==> src/rtl/core/nce_pkg.sv <==
// types, constants and helper functions shared by the noise channel modules
`default_nettype none

package nce_pkg;

   localparam int TIMER_W = 22;

   localparam logic [2:0] FUNC_READ = 3'd0;
   localparam logic [2:0] FUNC_WRITE = 3'd1;
   localparam logic [2:0] FUNC_FREQ_TICK = 3'd2;
   localparam logic [2:0] FUNC_ENV_TICK = 3'd3;
   localparam logic [2:0] FUNC_LEN_TICK = 3'd4;

   localparam logic [2:0] REG_NR41 = 3'd1;
   localparam logic [2:0] REG_NR42 = 3'd2;
   localparam logic [2:0] REG_NR43 = 3'd3;
   localparam logic [2:0] REG_NR44 = 3'd4;

   localparam logic [14:0] LFSR_ALL_ONES = 15'h7FFF;
   localparam logic [7:0] DAC_MASK = 8'hF8;
   localparam logic [6:0] LENGTH_FULL = 7'd64;
   localparam logic [3:0] VOLUME_MAX = 4'd15;
   localparam logic [3:0] ENV_RELOAD = 4'd8;

   typedef struct packed {
      logic [2:0] func;
      logic [2:0] reg_offset;
      logic [7:0] write_data;
   } req_type;

   typedef struct packed {
      logic [7:0] read_data;
      logic [3:0] sample_volume;
      logic length_running;
      logic channel_on;
   } rsp_type;

   function automatic logic [6:0] divisor_lookup(input logic [2:0] code);
      logic [6:0] d;
      case (code)
         3'd0: d = 7'd8;
         3'd1: d = 7'd16;
         3'd2: d = 7'd32;
         3'd3: d = 7'd48;
         3'd4: d = 7'd64;
         3'd5: d = 7'd80;
         3'd6: d = 7'd96;
         3'd7: d = 7'd112;
         default: d = 7'd8;
      endcase
      return d;
   endfunction

   function automatic logic [TIMER_W-1:0] timer_period(input logic [2:0] code,
                                                       input logic [3:0] shift);
      logic [TIMER_W-1:0] base;
      base = {{(TIMER_W-7){1'b0}}, divisor_lookup(code)};
      return base << shift;
   endfunction

endpackage

`default_nettype wire

==> src/rtl/core/nce_core.sv <==
// channel state registers and the per-transaction update logic
`default_nettype none

module nce_core
   import nce_pkg::*;
(
   input wire logic clock,
   input wire logic reset,
   input wire logic step,
   input wire req_type item,
   output rsp_type result
);

   logic [5:0] length_load_ff, length_load_in;
   logic [6:0] length_count_ff, length_count_in;
   logic dac_on_ff, dac_on_in;
   logic [3:0] volume_load_ff, volume_load_in;
   logic env_increase_ff, env_increase_in;
   logic [2:0] env_period_load_ff, env_period_load_in;
   logic [3:0] env_period_count_ff, env_period_count_in;
   logic [3:0] volume_ff, volume_in;
   logic [2:0] divisor_code_ff, divisor_code_in;
   logic narrow_mode_ff, narrow_mode_in;
   logic [3:0] clock_shift_ff, clock_shift_in;
   logic length_enable_ff, length_enable_in;
   logic trigger_flag_ff, trigger_flag_in;
   logic [TIMER_W-1:0] freq_timer_ff, freq_timer_in;
   logic [14:0] shift_reg_ff, shift_reg_in;
   logic enabled_ff, enabled_in;
   logic env_running_ff, env_running_in;
   logic [3:0] out_volume_ff, out_volume_in;

   always_comb begin
      logic [7:0] rd;
      logic [7:0] d;
      logic fb;
      logic [14:0] sr;
      logic [3:0] vol;
      logic [6:0] len;

      length_load_in = length_load_ff;
      length_count_in = length_count_ff;
      dac_on_in = dac_on_ff;
      volume_load_in = volume_load_ff;
      env_increase_in = env_increase_ff;
      env_period_load_in = env_period_load_ff;
      env_period_count_in = env_period_count_ff;
      volume_in = volume_ff;
      divisor_code_in = divisor_code_ff;
      narrow_mode_in = narrow_mode_ff;
      clock_shift_in = clock_shift_ff;
      length_enable_in = length_enable_ff;
      trigger_flag_in = trigger_flag_ff;
      freq_timer_in = freq_timer_ff;
      shift_reg_in = shift_reg_ff;
      enabled_in = enabled_ff;
      env_running_in = env_running_ff;
      out_volume_in = out_volume_ff;
      rd = 8'd0;
      d = item.write_data;
      fb = shift_reg_ff[0] ^ shift_reg_ff[1];
      sr = {fb, shift_reg_ff[14:1]};
      vol = volume_ff;
      len = length_count_ff - 7'd1;

      case (item.func)
         FUNC_READ: begin
            case (item.reg_offset)
               REG_NR41: rd = {2'b00, length_load_ff};
               REG_NR42: rd = {volume_load_ff, env_increase_ff, env_period_load_ff};
               REG_NR43: rd = {clock_shift_ff, narrow_mode_ff, divisor_code_ff};
               REG_NR44: rd = {trigger_flag_ff, length_enable_ff, 6'd0};
               default: rd = 8'd0;
            endcase
         end
         FUNC_WRITE: begin
            case (item.reg_offset)
               REG_NR41: begin
                  length_load_in = d[5:0];
                  length_count_in = LENGTH_FULL - {1'b0, d[5:0]};
               end
               REG_NR42: begin
                  dac_on_in = (d & DAC_MASK) != 8'd0;
                  volume_load_in = d[7:4];
                  env_increase_in = d[3];
                  env_period_load_in = d[2:0];
                  env_period_count_in = {1'b0, d[2:0]};
                  volume_in = d[7:4];
               end
               REG_NR43: begin
                  divisor_code_in = d[2:0];
                  narrow_mode_in = d[3];
                  clock_shift_in = d[7:4];
               end
               REG_NR44: begin
                  length_enable_in = d[6];
                  trigger_flag_in = d[7];
                  if (d[7]) begin
                     enabled_in = 1'b1;
                     if (length_count_ff == 7'd0) begin
                        length_count_in = LENGTH_FULL;
                     end
                     freq_timer_in = timer_period(divisor_code_ff, clock_shift_ff);
                     env_period_count_in = {1'b0, env_period_load_ff};
                     env_running_in = 1'b1;
                     volume_in = volume_load_ff;
                     shift_reg_in = LFSR_ALL_ONES;
                  end
               end
               default: begin
               end
            endcase
         end
         FUNC_FREQ_TICK: begin
            if (freq_timer_ff > {{(TIMER_W-1){1'b0}}, 1'b1}) begin
               freq_timer_in = freq_timer_ff - {{(TIMER_W-1){1'b0}}, 1'b1};
            end else begin
               freq_timer_in = timer_period(divisor_code_ff, clock_shift_ff);
               if (narrow_mode_ff) begin
                  sr[6] = fb;
               end
               shift_reg_in = sr;
               if (enabled_ff && dac_on_ff && !sr[0]) begin
                  out_volume_in = volume_ff;
               end else begin
                  out_volume_in = 4'd0;
               end
            end
         end
         FUNC_ENV_TICK: begin
            if (env_period_count_ff <= 4'd1) begin
               env_period_count_in = (env_period_load_ff != 3'd0) ?
                                     {1'b0, env_period_load_ff} : ENV_RELOAD;
               if (env_running_ff && env_period_load_ff != 3'd0) begin
                  if (env_increase_ff && volume_ff < VOLUME_MAX) begin
                     vol = volume_ff + 4'd1;
                  end else if (!env_increase_ff && volume_ff > 4'd0) begin
                     vol = volume_ff - 4'd1;
                  end
               end
               volume_in = vol;
               if (vol == 4'd0 || vol == VOLUME_MAX) begin
                  env_running_in = 1'b0;
               end
            end else begin
               env_period_count_in = env_period_count_ff - 4'd1;
            end
         end
         FUNC_LEN_TICK: begin
            if (length_count_ff != 7'd0 && length_enable_ff) begin
               length_count_in = len;
               if (len == 7'd0) begin
                  enabled_in = 1'b0;
               end
            end
         end
         default: begin
         end
      endcase

      result.read_data = rd;
      result.sample_volume = out_volume_in;
      result.length_running = length_count_in != 7'd0;
      result.channel_on = enabled_in;
   end

   always_ff @(posedge clock) begin
      if (reset) begin
         length_load_ff <= '0;
         length_count_ff <= '0;
         dac_on_ff <= 1'b0;
         volume_load_ff <= '0;
         env_increase_ff <= 1'b0;
         env_period_load_ff <= '0;
         env_period_count_ff <= '0;
         volume_ff <= '0;
         divisor_code_ff <= '0;
         narrow_mode_ff <= 1'b0;
         clock_shift_ff <= '0;
         length_enable_ff <= 1'b0;
         trigger_flag_ff <= 1'b0;
         freq_timer_ff <= '0;
         shift_reg_ff <= LFSR_ALL_ONES;
         enabled_ff <= 1'b0;
         env_running_ff <= 1'b0;
         out_volume_ff <= '0;
      end else if (step) begin
         length_load_ff <= length_load_in;
         length_count_ff <= length_count_in;
         dac_on_ff <= dac_on_in;
         volume_load_ff <= volume_load_in;
         env_increase_ff <= env_increase_in;
         env_period_load_ff <= env_period_load_in;
         env_period_count_ff <= env_period_count_in;
         volume_ff <= volume_in;
         divisor_code_ff <= divisor_code_in;
         narrow_mode_ff <= narrow_mode_in;
         clock_shift_ff <= clock_shift_in;
         length_enable_ff <= length_enable_in;
         trigger_flag_ff <= trigger_flag_in;
         freq_timer_ff <= freq_timer_in;
         shift_reg_ff <= shift_reg_in;
         enabled_ff <= enabled_in;
         env_running_ff <= env_running_in;
         out_volume_ff <= out_volume_in;
      end
   end

`ifndef NO_ASSERTIONS
   assert property (@(posedge clock) disable iff (reset)
      length_count_ff <= LENGTH_FULL)
      else $error("length counter above full scale");

   assert property (@(posedge clock) disable iff (reset)
      env_period_count_ff <= ENV_RELOAD)
      else $error("envelope count out of range");

   assert property (@(posedge clock) disable iff (reset)
      step && item.func == FUNC_WRITE && item.reg_offset == REG_NR44 && item.write_data[7]
      |=> enabled_ff && shift_reg_ff == LFSR_ALL_ONES && length_count_ff != 7'd0)
      else $error("trigger did not start the channel");

   assert property (@(posedge clock) disable iff (reset)
      step && item.func == FUNC_FREQ_TICK && freq_timer_ff > {{(TIMER_W-1){1'b0}}, 1'b1}
      |=> freq_timer_ff == $past(freq_timer_ff) - {{(TIMER_W-1){1'b0}}, 1'b1}
          && $stable(shift_reg_ff))
      else $error("frequency timer did not count down");
`endif

endmodule

`default_nettype wire

==> src/rtl/core/noise_channel_lfsr_envelope.sv <==
// noise channel top level: input register, state update, result register
//
// usage
//   req channel: one transaction per item (read, write, frequency tick,
//   envelope tick or length tick), valid/ready handshake.
//   rsp channel: exactly one result per request, in order, valid/ready.
// path: a request is held in the input register, is applied to the channel
//   state as it moves on, and its result is captured in the result register
//   and offered on rsp from then on.
// throughput: one request per cycle while rsp is not stalled; the input
//   register and the result register each hold one transaction, and the
//   state update is a single pass of logic between them.
// reset: clears the valid bits of both stages and all channel state; the lfsr comes up as
//   all ones and the timer at zero.
// stall: while a result waits and rsp_ready is low the result register holds; one more
//   request can still be taken into the input register, after which
//   req_ready drops until the result is taken.
`default_nettype none

module noise_channel_lfsr_envelope
   import nce_pkg::*;
(
   input wire logic clock,
   input wire logic reset,
   input wire logic req_valid,
   output logic req_ready,
   input wire req_type req_payload,
   output logic rsp_valid,
   input wire logic rsp_ready,
   output rsp_type rsp_payload
);

   logic in_valid_ff, in_valid_in;
   req_type in_item_ff;
   logic rsp_valid_ff, rsp_valid_in;
   rsp_type rsp_item_ff;
   rsp_type core_result;
   logic advance;

   assign advance = in_valid_ff && (!rsp_valid_ff || rsp_ready);
   assign req_ready = !in_valid_ff || advance;

   always_comb begin
      if (req_valid && req_ready) begin
         in_valid_in = 1'b1;
      end else if (advance) begin
         in_valid_in = 1'b0;
      end else begin
         in_valid_in = in_valid_ff;
      end
      if (advance) begin
         rsp_valid_in = 1'b1;
      end else if (rsp_ready) begin
         rsp_valid_in = 1'b0;
      end else begin
         rsp_valid_in = rsp_valid_ff;
      end
   end

   always_ff @(posedge clock) begin
      if (reset) begin
         in_valid_ff <= 1'b0;
         rsp_valid_ff <= 1'b0;
      end else begin
         in_valid_ff <= in_valid_in;
         rsp_valid_ff <= rsp_valid_in;
      end
   end

   always_ff @(posedge clock) begin
      if (req_valid && req_ready) begin
         in_item_ff <= req_payload;
      end
      if (advance) begin
         rsp_item_ff <= core_result;
      end
   end

   nce_core u_core (
      .clock(clock),
      .reset(reset),
      .step(advance),
      .item(in_item_ff),
      .result(core_result)
   );

   assign rsp_valid = rsp_valid_ff;
   assign rsp_payload = rsp_item_ff;

endmodule

`default_nettype wire
==> config.mk <==
export PLATFORM = sky130hd
export DESIGN_NAME = noise_channel_lfsr_envelope
export DESIGN_NICKNAME = d
export VERILOG_FILES = /design/src/rtl/core/nce_pkg.sv /design/src/rtl/core/nce_core.sv /design/src/rtl/core/noise_channel_lfsr_envelope.sv
export SDC_FILE = /design/constraint.sdc
export NUM_CORES = 1
export LEC_CHECK = 0
export BUFFER_PORTS_ARGS = -buffer_cell sky130_fd_sc_hd__buf_2
export CAP_MARGIN = 20
export CORE_MARGIN = 4
export CORE_UTILIZATION = 35
export CTS_CLUSTER_DIAMETER = 50
export DETAILED_ROUTE_END_ITERATION = 7
export SLEW_MARGIN = 15
export SYNTH_ARGS = -nofsm -noshare
export SYNTH_HDL_FRONTEND = slang
export SYNTH_SLANG_ARGS = --single-unit
==> constraint.sdc <==
create_clock -name clock -period 3.8 [get_ports clock]
set_clock_uncertainty 0.1 [all_clocks]
set_input_delay 0.57 -clock clock [delete_from_list [all_inputs] [get_ports clock]]
set_output_delay 0.57 -clock clock [all_outputs]
set_load 0.005 [all_outputs]
# [Word-level counts from Yosys, hierarchy flattened]
# Memory sizes are Yosys's and may differ from the RTL's. A register that Yosys moved wholly into a read port is not among the register bits.
# Index checks and enable logic that the tools add are counted.
# W data, S select, Z words.
[totals] out_inout_bits=16 mem_bits_ro=64 mem_count=2 word_cells=149 regBits=113
[mem_list] memory="(name not given)" words=8 width=4 read_ports=1 rd_clocked_by_memory_dff=1 write_ports=0 line="nce_pkg.sv:40" text="case (code)"
[mem_list] memory="(name not given)" words=8 width=4 read_ports=1 rd_clocked_by_memory_dff=1 write_ports=0 line="nce_pkg.sv:40"
[classes] n_bitwise=1 eq_ne=16 shift=2 n_reduce_logical=36 magnitude_cmp=4 muxes=55 add_sub_neg=6
[op_table] op="$mux W22" n=3
[op_table] op="$mux W7" n=8
[op_table] op="$mux W4" n=13
[op_table] op="$mux W15" n=3
[op_table] op="$pmux W22 S2" n=1
[op_table] op="$shl A7 B4 Y22" n=2
[op_table] op="$pmux W4 S2" n=4
[op_table] op="$pmux W8 S4" n=1
[op_table] op="$pmux W15 S2" n=1
[op_table] op="$pmux W7 S2" n=2
[op_table] op="$gt A22 B1 Y1 const B" n=1
[op_table] op="$sub A22 B1 Y22 const B" n=1
[op_table] op="$logic_not A7 Y1" n=2
[op_table] op="$reduce_bool A7 Y1" n=2
[op_table] op="$mux W1" n=13
[op_table] op="$eq A3 B2 Y1 const B" n=4
[op_table] op="$mux W3" n=4
[op_table] op="$reduce_and A3 Y1" n=4
[op_table] op="$reduce_and A5 Y1" n=2
[op_table] op="$logic_and A1 B1 Y1" n=8
[op_table] op="$reduce_and A4 Y1" n=2
[op_table] op="$reduce_bool A2 Y1" n=4
[op_table] op="$reduce_bool A8 Y1" n=1
[op_table] op="$sub A4 B1 Y4 const B" n=2
[op_table] op="21 further kinds" n=32

# [Depth between registers and ports, before layout]
# Gate-level depths: netlist of run 1.
[logic_depth] ltp_word=12 ltp_mapped=10 depth_no_buf=8

# [Hierarchy]
# A second synthesis of run 1 with hierarchy kept.
[unflattened] cells_unflattened=758 hier_area_um2=6600.1
[modules_own_cells] module="nce_core" instances=1 cells_per_inst=720 seq_area_each_um2=1741.7 area_per_inst_um2=5655.4
[modules_own_cells] module="noise_channel_lfsr_envelope" instances=1 cells_per_inst=38 seq_area_each_um2=880.8 area_per_inst_um2=944.7

# [Least setup slack after synthesis of run 1]
# OpenSTA, ideal clock, no wires.
[synth_timing] path_kind="flip-flop to flip-flop" startpoint="register u_core.length_count_ff[1]" endpoint="register rsp_item_ff (netlist bit rsp_payload[1]), data pin" arrival_time_ns=2.324 synth_period_minus_slack_ns=2.696 path_buffers=1 path_slack_ns=1.104 path_stages_with_launch=10 required_ns=3.428 cell_sequence="dfxtp_1 inv_1 ha_1 or4b_4 buf_6 o21a_4 a211oi_1 a311o_1 nand2_1 or4_1"
[synth_lines] element="from (decl)" line="nce_core.sv:15" text="logic [6:0] length_count_ff, length_count_in;"
[synth_lines] element="from (signal assigned)" line="nce_core.sv:189" text="length_count_ff <= length_count_in;"
[synth_lines] element="to (signal assigned)" line="noise_channel_lfsr_envelope.sv:75" text="rsp_item_ff <= core_result;"
[synth_lines] element="to (decl)" line="noise_channel_lfsr_envelope.sv:36" text="rsp_type rsp_item_ff;"

==> impl_metrics.env, run 1 <==
export IMPL_status="finished clean"
export IMPL_fmax_ghz=0.337
export IMPL_synth_edf_count=28
export IMPL_start_util=0.362
export IMPL_drt_wirelength_per_cell_um=16.3
export IMPL_syn_num_nets=768
export IMPL_placed_cells=960
export IMPL_hold_viol_final=0
export IMPL_p_total_w=0.00321
export IMPL_period_share=0.782
export IMPL_die_area_um2=20400
export IMPL_grt_overflow=0
export IMPL_required_ps=3850
export IMPL_chipWidth_um=143
export IMPL_postCtsHoldBufs=0
export IMPL_slew_headroom=0.374
export IMPL_antenna_found_initial=0
export IMPL_vias=5527
export IMPL_first_pass_iters=5
export IMPL_ys_flop_type="dfxtp_1"
export IMPL_multiInputGateArea_um2=3420
export IMPL_clock_root_buffer="clkbuf_16"
export IMPL_synth_top_area_cell="dfxtp_1"
export IMPL_critPathMaxStageDelay_ps=550
export IMPL_area_growth_pct=14.6
export IMPL_tns_ps=0
export IMPL_syn_area_um2=6350
export IMPL_grt_pass1_wl_mm=26.6
export IMPL_cp_top_family="simple AND/OR/NAND/NOR gates"
export IMPL_leakagePower_nw=2.66
export IMPL_drt_wl_total_mm=16.2
export IMPL_cp_depth=6
export IMPL_dpl_hpwl_mm=11.3
export IMPL_htreeDepth=4
export IMPL_power_density_nw_per_um2=442
export IMPL_drt_iter0_drc=528
export IMPL_grt_use_total=0.163
export IMPL_die_h_um=143
export IMPL_fillers=1764
export IMPL_layout_common_cells="nor2_1, dfxtp_1, nand2_1"
export IMPL_cts_buffers=17
export IMPL_crit_type="reg -> reg"
export IMPL_synth_async_sr_flop_share=0
export IMPL_core_area_um2=17500
export IMPL_diodes=0
export IMPL_startpoint_type="flop"
export IMPL_irDropWorstVdd_mv=0.284
export IMPL_final_setup_viol_count=0
export IMPL_instances_no_fill=992
export IMPL_ys_top_cells_by_area="dfxtp_1, edfxtp_1, nor2_1"
export IMPL_arrival_ps=3020
export IMPL_synth_cell_type_count=71
export IMPL_seq_area_um2=2620
export IMPL_path_max_fanout=10
export IMPL_cts_buffer_depth=2
export IMPL_grt_pass1_vias=5101
export IMPL_crit_chain="nor3b_2 > nand3_1 > o2111a_1 > a211oi_1 > nand4_1 > or4_1"
export IMPL_portBuffers=33
export IMPL_clkTransAtPathRegs_ps=50
export IMPL_drive_above_1_share=0.128
export IMPL_clkLatencyLatePin_ps=420
export IMPL_syn_avg_cell_area_um2=8.56
export IMPL_tritoncts="built"
export IMPL_rsz0062_at_grt="false"
export IMPL_synth_top_area_frac=0.281
export IMPL_drc_errors=0
export IMPL_final_common_cell="nor2_1"
export IMPL_drtAntennaViolNets=0
export IMPL_hp_class="in -> reg"
export IMPL_cts_resized=0
export IMPL_hold_worst_slack_ps=223
export IMPL_seq_area_frac_synth=0.413
export IMPL_grt_max_degree=69
export IMPL_crit_path_top_delay_cell="edfxtp_1"
export IMPL_worst_slew_pin_slew_ps=939
export IMPL_crit_buf_inv=0
export IMPL_cap_violations=0
export IMPL_routabilityCongestion=0.905
export IMPL_ys_ff_latch=117
export IMPL_critPathCaptureType="flop"
export IMPL_cts_sinks=117
export IMPL_yosys_warnings=0
export IMPL_routed_via_density=5.57
export IMPL_synth_cells=741
export IMPL_ios=34
export IMPL_r2r_cells=6
export IMPL_slew_viol_final=0
export IMPL_fin_nets=781
export IMPL_post_cts_setup_buffers=0
export IMPL_period_minus_slack_ps=2970
export IMPL_rows=48
export IMPL_whs_path_depth=1
metrics by stage:
step / worst slack, ps / util / area [um^2]
after floorplan: 1100 / - / 6350
after global placement: 910 / 0.380 / 6660
after detailed placement: 841 / 0.380 / 6660
after CTS: 850 / 0.415 / 7270
after global routing: 629 / 0.415 / 7270
final: 829 / 0.415 / 7270
flip-flops by register name, summed over array words and instances (netlist names), 3 cells and up, named ones only:
register and count:
u_core.env_period_load_ff 3, u_core.clock_shift_ff 4, u_core.divisor_code_ff 3, u_core.freq_timer_ff 22, u_core.volume_load_ff 4, u_core.volume_ff 4, u_core.out_volume_ff 4, u_core.env_period_count_ff 4
u_core.length_load_ff 6, u_core.shift_reg_ff 15, u_core.length_count_ff 7, rsp_payload 14, in_item_ff 14
layout make-up:
type | instances | area share
Timing Repair Buffer | 45 | 0.0351
Inverter | 21 | 0.0108
Sequential cell | 117 | 0.361
Clock inverter | 9 | 0.0172
Clock buffer | 23 | 0.0671
Tap cell | 225 | 0.0387
Multi-Input combinational cell | 552 | 0.471
cells in the mapped netlist (8+ instances only):
master	instances
a211oi_1	12
a21oi_1	46
a22oi_1	11
and3_1	11
clkbuf_1	37
dfxtp_1	89
edfxtp_1	28
ha_1	9
inv_1	21
mux2i_1	32
nand2_1	55
nand2b_1	8
nand3_1	17
nand4_1	11
nor2_1	95
nor3_1	38
nor4_1	11
o21ai_0	37
o21ai_1	14
o22a_1	13
report_power, final:
group	internal, W	leakage, nW	switching [W]
combinational	0.0000834	1.37	0.000149
sequential	0.00130	0.987	0.0000311
clock	0.00109	0.301	0.000555
final timing paths:
check                                start                       end  slack, ps
hold / removal              req_payload[4]             in_item_ff[4]        220
setup reg to reg            in_item_ff[11]            rsp_payload[1]        830
setup / recovery            in_item_ff[11]            rsp_payload[1]        830
hold reg to reg   u_core.freq_timer_ff[14]  u_core.freq_timer_ff[14]        360
kinds of logic (layout without fill, tap and decap cells):
kind of cell,count (synthesis),in the layout,share of synthesized area
compound gates,194,194,0.204
xor+xnor,11,11,0.0152
fa+ha+maj,9,9,0.0177
buf+inv,72,98,0.0485
flops,117,117,0.413
mux,38,38,0.0611
simple gates,300,300,0.240
per-layer routing:
layer | vias up | track usage | routed length (um) | part of all wire
li1 | 2757 | - | - | -
met1 | 2603 | 0.232 | 7890 | 0.49
met2 | 148 | 0.248 | 7190 | 0.44
met3 | 19 | 0.0325 | 858 | 0.053
met4 | 0 | 0.0570 | 228 | 0.014
met5 | - | 0 | 0 | 0
Note: power is estimated with default switching activity, not from simulation.
==> run 2, diff against run 1 <==
ABC_AREA = 1   (was unset)
clock period = 3 ns   (was 3.8 ns; I/O delays follow)
==> run 2 against run 1 <==
  * Design area increased by 1.1%
  * Sequential power increased by 28%
  * Hold slack worse by 110 ps
  * Largest power group unchanged
  * Wire length up 2.1%
  * First-iteration DRC count is 36% lower
  * Power grew 34%
  * Final cell count increased by 15%
  * Die area grew 0.24%
  * Combinational power grew 87%
  * Critical path type unchanged
  * Sequential share of layout area shrank 0.38 points
  * Via count grew 4.6%
==> impl_metrics.env, run 2 <==
export IMPL_rows=49
export IMPL_die_area_um2=20400
export IMPL_ys_flop_type="dfxtp_1"
export IMPL_portBuffers=33
export IMPL_drt_wl_total_mm=16.5
export IMPL_vias=5779
export IMPL_critPathCaptureType="flop"
export IMPL_placed_cells=1111
export IMPL_dpl_hpwl_mm=12.0
export IMPL_fin_area_um2=7350
export IMPL_instances_no_fill=1143
export IMPL_cts_buffer_depth=2
export IMPL_synth_top_family_by_area="simple AND/OR/NAND/NOR gates"
export IMPL_synth_mux_area_fraction=0
export IMPL_cap_violations=0
export IMPL_grt_pass1_vias=5441
export IMPL_drt_wirelength_per_cell_um=14.4
export IMPL_irDropWorstVdd_mv=0.407
export IMPL_synth_top_area_frac=0.280
export IMPL_yosys_warnings=0
export IMPL_core_area_um2=17900
export IMPL_synth_cell_type_count=47
export IMPL_diodes=0
export IMPL_postCtsHoldBufs=0
export IMPL_cts_resized=0
export IMPL_drtAntennaViolNets=0
export IMPL_ios=34
export IMPL_layout_common_cells="nand2_1, nor2_1, inv_1"
export IMPL_cts_buffers=17
export IMPL_first_pass_iters=5
export IMPL_power_density_nw_per_um2=585
export IMPL_fmax_ghz=0.412
export IMPL_clkLatencyLatePin_ps=410
export IMPL_die_h_um=143
export IMPL_period_share=0.809
export IMPL_ys_ff_latch=117
export IMPL_tns_ps=0
export IMPL_slew_viol_final=0
export IMPL_period_minus_slack_ps=2430
export IMPL_largest_register_ffs=22
export IMPL_synth_fa_ha_area_frac=0.0177
export IMPL_yosys_area_share_simple=0.265
export IMPL_drc_errors=0
export IMPL_tritoncts="built"
export IMPL_routed_via_density=5.06
export IMPL_synth_common_cells="nand2_1, nor2_1, inv_1, dfxtp_1, o21ai_0"
export IMPL_leakagePower_nw=3.17
export IMPL_grt_pass1_wl_mm=27.2
export IMPL_synth_edf_count=28
export IMPL_chipWidth_um=143
export IMPL_post_cts_setup_buffers=0
export IMPL_hold_viol_final=0
export IMPL_grt_use_total=0.167
export IMPL_crit_type="reg -> reg"
export IMPL_synth_cells=869
export IMPL_seq_area_frac_synth=0.412
export IMPL_synth_top_area_cell="dfxtp_1"
export IMPL_grt_max_degree=40
export IMPL_startpoint_type="flop"
export IMPL_final_common_cell="nand2_1"
export IMPL_status="finished clean"
export IMPL_regMostFlops="u_core.freq_timer_ff"
export IMPL_syn_num_nets=896
export IMPL_routabilityCongestion=0.900
export IMPL_place_area_um2=6730
export IMPL_clock_root_buffer="clkbuf_16"
export IMPL_start_util=0.355
export IMPL_rsz0062_at_grt="false"
export IMPL_syn_area_um2=6360
export IMPL_final_setup_viol_count=0
export IMPL_grt_overflow=0
export IMPL_synth_most_common_cell="nand2_1"
export IMPL_slew_headroom=0.479
export IMPL_drt_iter0_drc=337
export IMPL_fillers=1865
export IMPL_syn_avg_cell_area_um2=7.32
export IMPL_htreeDepth=4
export IMPL_drive_above_1_share=0.123
export IMPL_synth_async_sr_flop_share=0
export IMPL_ys_top_cells_by_area="dfxtp_1, edfxtp_1, nand2_1"
export IMPL_fin_nets=928
export IMPL_area_growth_pct=15.6
export IMPL_synth_xor_area_frac=0.0248
export IMPL_arrival_ps=2600
export IMPL_cts_sinks=117
export IMPL_hp_class="in -> reg"
export IMPL_clkTransAtPathRegs_ps=50
export IMPL_path_max_fanout=14
export IMPL_worst_slew_pin_slew_ps=780
export IMPL_synth_compound_area_share=0.190
export IMPL_antenna_found_initial=0
export IMPL_required_ps=3170
export IMPL_largestRegisters="u_core.freq_timer_ff x22, u_core.shift_reg_ff x15"
## run 2: cell families after synthesis
family,Yosys count
flops,117
simple gates,377
fa+ha+maj,9
buf+inv,139
compound gates,209
xor+xnor,18
## run 2: layer usage
metal | track usage | vias up | wire length (um)
met3 | 0.0368 | 17 | 860
met4 | 0.0530 | 0 | 234
met5 | 0 | - | 0
met2 | 0.274 | 162 | 7660
li1 | - | 2955 | -
met1 | 0.219 | 2645 | 7760
## run 2: report_power, final
group          switching [W]  internal (W)  total (W)
logic               0.000293      0.000141   0.000434
registers          0.0000380       0.00166    0.00170
clock network       0.000698       0.00146    0.00216
total                0.00103       0.00327    0.00430
## run 2: stage by stage
stage / hold slack [ps] / setup slack (ps) / power [W] / util
after floorplan: 329 / 1050 / 0.00205 / -
after global routing: 94.1 / 310 / 0.00447 / 0.411
after global placement: 344 / 604 / 0.00216 / 0.376
after detailed placement: 348 / 609 / 0.00216 / 0.376
after CTS: 97.0 / 591 / 0.00432 / 0.411
final: 114 / 574 / 0.00430 / 0.411
## run 2: worst max-delay path: stages, from the launching register on
cell,delay (ps)
edfxtp_1,440
inv_1,100
nand2_1,130
nor2_4,350
inv_2,160
nor2_2,150
inv_1,90
nor2_2,360
inv_1,160
nor2_1,150
a41oi_1,110
## run 2: path summary, 6_finish.rpt
check	from	endpoint	slack, ps	cells after the start
worst max-delay path	in_item_ff[13]	u_core.dac_on_ff	570	10
worst min-delay path	req_payload[6]	in_item_ff[6]	110	1
worst max register to register	in_item_ff[13]	u_core.dac_on_ff	570	10
worst min register to register	u_core.length_load_ff[3]	u_core.length_load_ff[3]	350	2
## run 2: layout make-up
| cell class | count | area, um^2 | share of cell area |
|---|---|---|---|
| clock buffers | 21 | 440 | 0.0599 |
| inverters | 108 | 408 | 0.0555 |
| well taps | 229 | 287 | 0.0390 |
| flip-flops and latches | 117 | 2620 | 0.357 |
| repair buffers | 44 | 248 | 0.0337 |
| clock inverters | 11 | 181 | 0.0247 |
| multi-input cells | 613 | 3170 | 0.431 |
==> run 3, diff against run 2 <==
clock period = 2.5 ns   (was 3 ns; I/O delays follow)
==> run 3 against run 2 <==
  * Flip-flop and latch count is the same
  * Sequential share of layout area shrank 0.32 points
  * Maximum frequency grew 8.6%
  * Via count is essentially flat
  * Final cell count grew 0.70%
  * Global-route usage grew 0.68 points
  * Wire length grew 1.4%
  * Non-clock buffer count grew 8
  * Power grew 19%
  * Critical path depth is the same
  * Critical endpoint is now rsp_payload[1]
==> impl_metrics.env, run 3 (synthesis gave the netlist of run 2 again) <==
export IMPL_first_pass_iters=8
export IMPL_rows=49
export IMPL_arrival_ps=2300
export IMPL_cts_resized=0
export IMPL_cts_sinks=117
export IMPL_p_total_w=0.00511
export IMPL_vias=5775
export IMPL_routed_via_density=5.02
export IMPL_place_area_um2=6800
export IMPL_critPathCaptureType="flop"
export IMPL_status="finished clean"
export IMPL_chipWidth_um=143
export IMPL_top_layer_used="met4"
export IMPL_portBuffers=33
export IMPL_grt_pass1_wl_mm=28.3
export IMPL_start_util=0.355
export IMPL_grt_overflow=0
export IMPL_die_h_um=143
export IMPL_fin_nets=936
export IMPL_leakagePower_nw=3.21
export IMPL_slew_viol_final=0
export IMPL_routabilityCongestion=0.945
export IMPL_startpoint_type="flop"
export IMPL_final_common_cell="nand2_1"
export IMPL_cts_buffer_depth=2
export IMPL_hold_viol_final=0
export IMPL_post_cts_setup_buffers=0
export IMPL_period_share=0.894
export IMPL_crit_type="reg -> reg"
export IMPL_dpl_hpwl_mm=12.3
export IMPL_clock_root_buffer="clkbuf_16"
export IMPL_wl_met1_mm=8.02
export IMPL_fin_area_um2=7420
export IMPL_drt_iter0_drc=594
export IMPL_ios=34
export IMPL_final_setup_viol_count=0
export IMPL_route_met3_wl_um=688
export IMPL_period_minus_slack_ps=2230
export IMPL_drtAntennaViolNets=0
export IMPL_tritoncts="built"
export IMPL_cap_violations=0
export IMPL_rsz0062_at_grt="false"
export IMPL_diodes=0
export IMPL_layout_common_cells="nand2_1, nor2_1, inv_1"
export IMPL_clkLatencyLatePin_ps=420
export IMPL_area_growth_pct=16.6
export IMPL_grt_max_degree=40
export IMPL_postCtsHoldBufs=0
export IMPL_irDropWorstVdd_mv=0.504
export IMPL_fmax_ghz=0.448
export IMPL_antenna_found_initial=0
export IMPL_tns_ps=0
export IMPL_die_area_um2=20400
export IMPL_core_area_um2=17900
export IMPL_drt_wl_total_mm=16.7
export IMPL_worst_slew_pin_slew_ps=586
export IMPL_cts_buffers=17
export IMPL_drt_wirelength_per_cell_um=14.5
export IMPL_regMostFlops="u_core.freq_timer_ff"
export IMPL_grt_pass1_vias=5700
export IMPL_slew_headroom=0.609
export IMPL_dr_wl_met2_mm=7.85
export IMPL_drive_above_1_share=0.133
export IMPL_drc_errors=0
export IMPL_required_ps=2560
export IMPL_largest_register_ffs=22
export IMPL_hp_class="in -> reg"
export IMPL_largestRegisters="u_core.freq_timer_ff x22, u_core.shift_reg_ff x15"
export IMPL_htreeDepth=4
export IMPL_clkTransAtPathRegs_ps=50
export IMPL_hold_worst_slack_ps=31.6
export IMPL_power_density_nw_per_um2=688
export IMPL_path_max_fanout=14
export IMPL_grt_use_total=0.174
[run 3: cell count changes in the layout (fill, tap and decap cells not counted), moves of 2 or more]
cell,previous run,this run
clkinv_4,1,3
buf_4,11,18
clkbuf_1,4,2
clkinvlp_4,0,3
[run 3: power breakdown]
part           leakage, nW  total (W)  switching (W)  internal (W)
sequential           0.992    0.00204      0.0000437       0.00200
clock                0.291    0.00253       0.000872       0.00166
combinational         1.92   0.000532       0.000354      0.000178
[run 3: final cells by class]
type / count / area, um^2
clock buffers: 19 / 433
clock inverters: 13 / 183
fillers: 1880 / 10500
inverters: 108 / 408
multi-input cells: 613 / 3170
flip-flops and latches: 117 / 2620
well taps: 229 / 287
repair buffers: 52 / 320
[run 3: worst max-delay path: stages (launching register included)]
cell	delay [ps]
edfxtp_1	440
inv_1	100
nand2_1	120
nor2_4	300
nor2_1	150
a21oi_1	230
o21ai_1	100
nor3_2	180
nand2_1	70
nor2_1	110
nand3_1	80
[run 3: path summary, 6_finish.rpt]
check                              start                endpoint  slack, ps  cells past startpoint
setup reg to reg          in_item_ff[13]          rsp_payload[1]        270                     10
hold / removal            req_payload[7]           in_item_ff[7]         30                      1
setup / recovery          in_item_ff[13]          rsp_payload[1]        270                     10
hold reg to reg   u_core.shift_reg_ff[4]  u_core.shift_reg_ff[4]        350                      2
[run 3: metrics by stage]
step | utilization | worst slack (ps) | cells
final | 0.414 | 266 | 1151
after global routing | 0.414 | 38.4 | 1151
after CTS | 0.414 | 241 | 1151
after detailed placement | 0.380 | 250 | 1119
after global placement | 0.380 | 268 | 1119
after floorplan | - | 554 | 869
[run 3: layer usage]
layer | vias to the layer above | track usage
li1 | 2995 | -
met1 | 2648 | 0.231
met2 | 116 | 0.281
met3 | 16 | 0.0375
met4 | 0 | 0.0575
met5 | - | 0
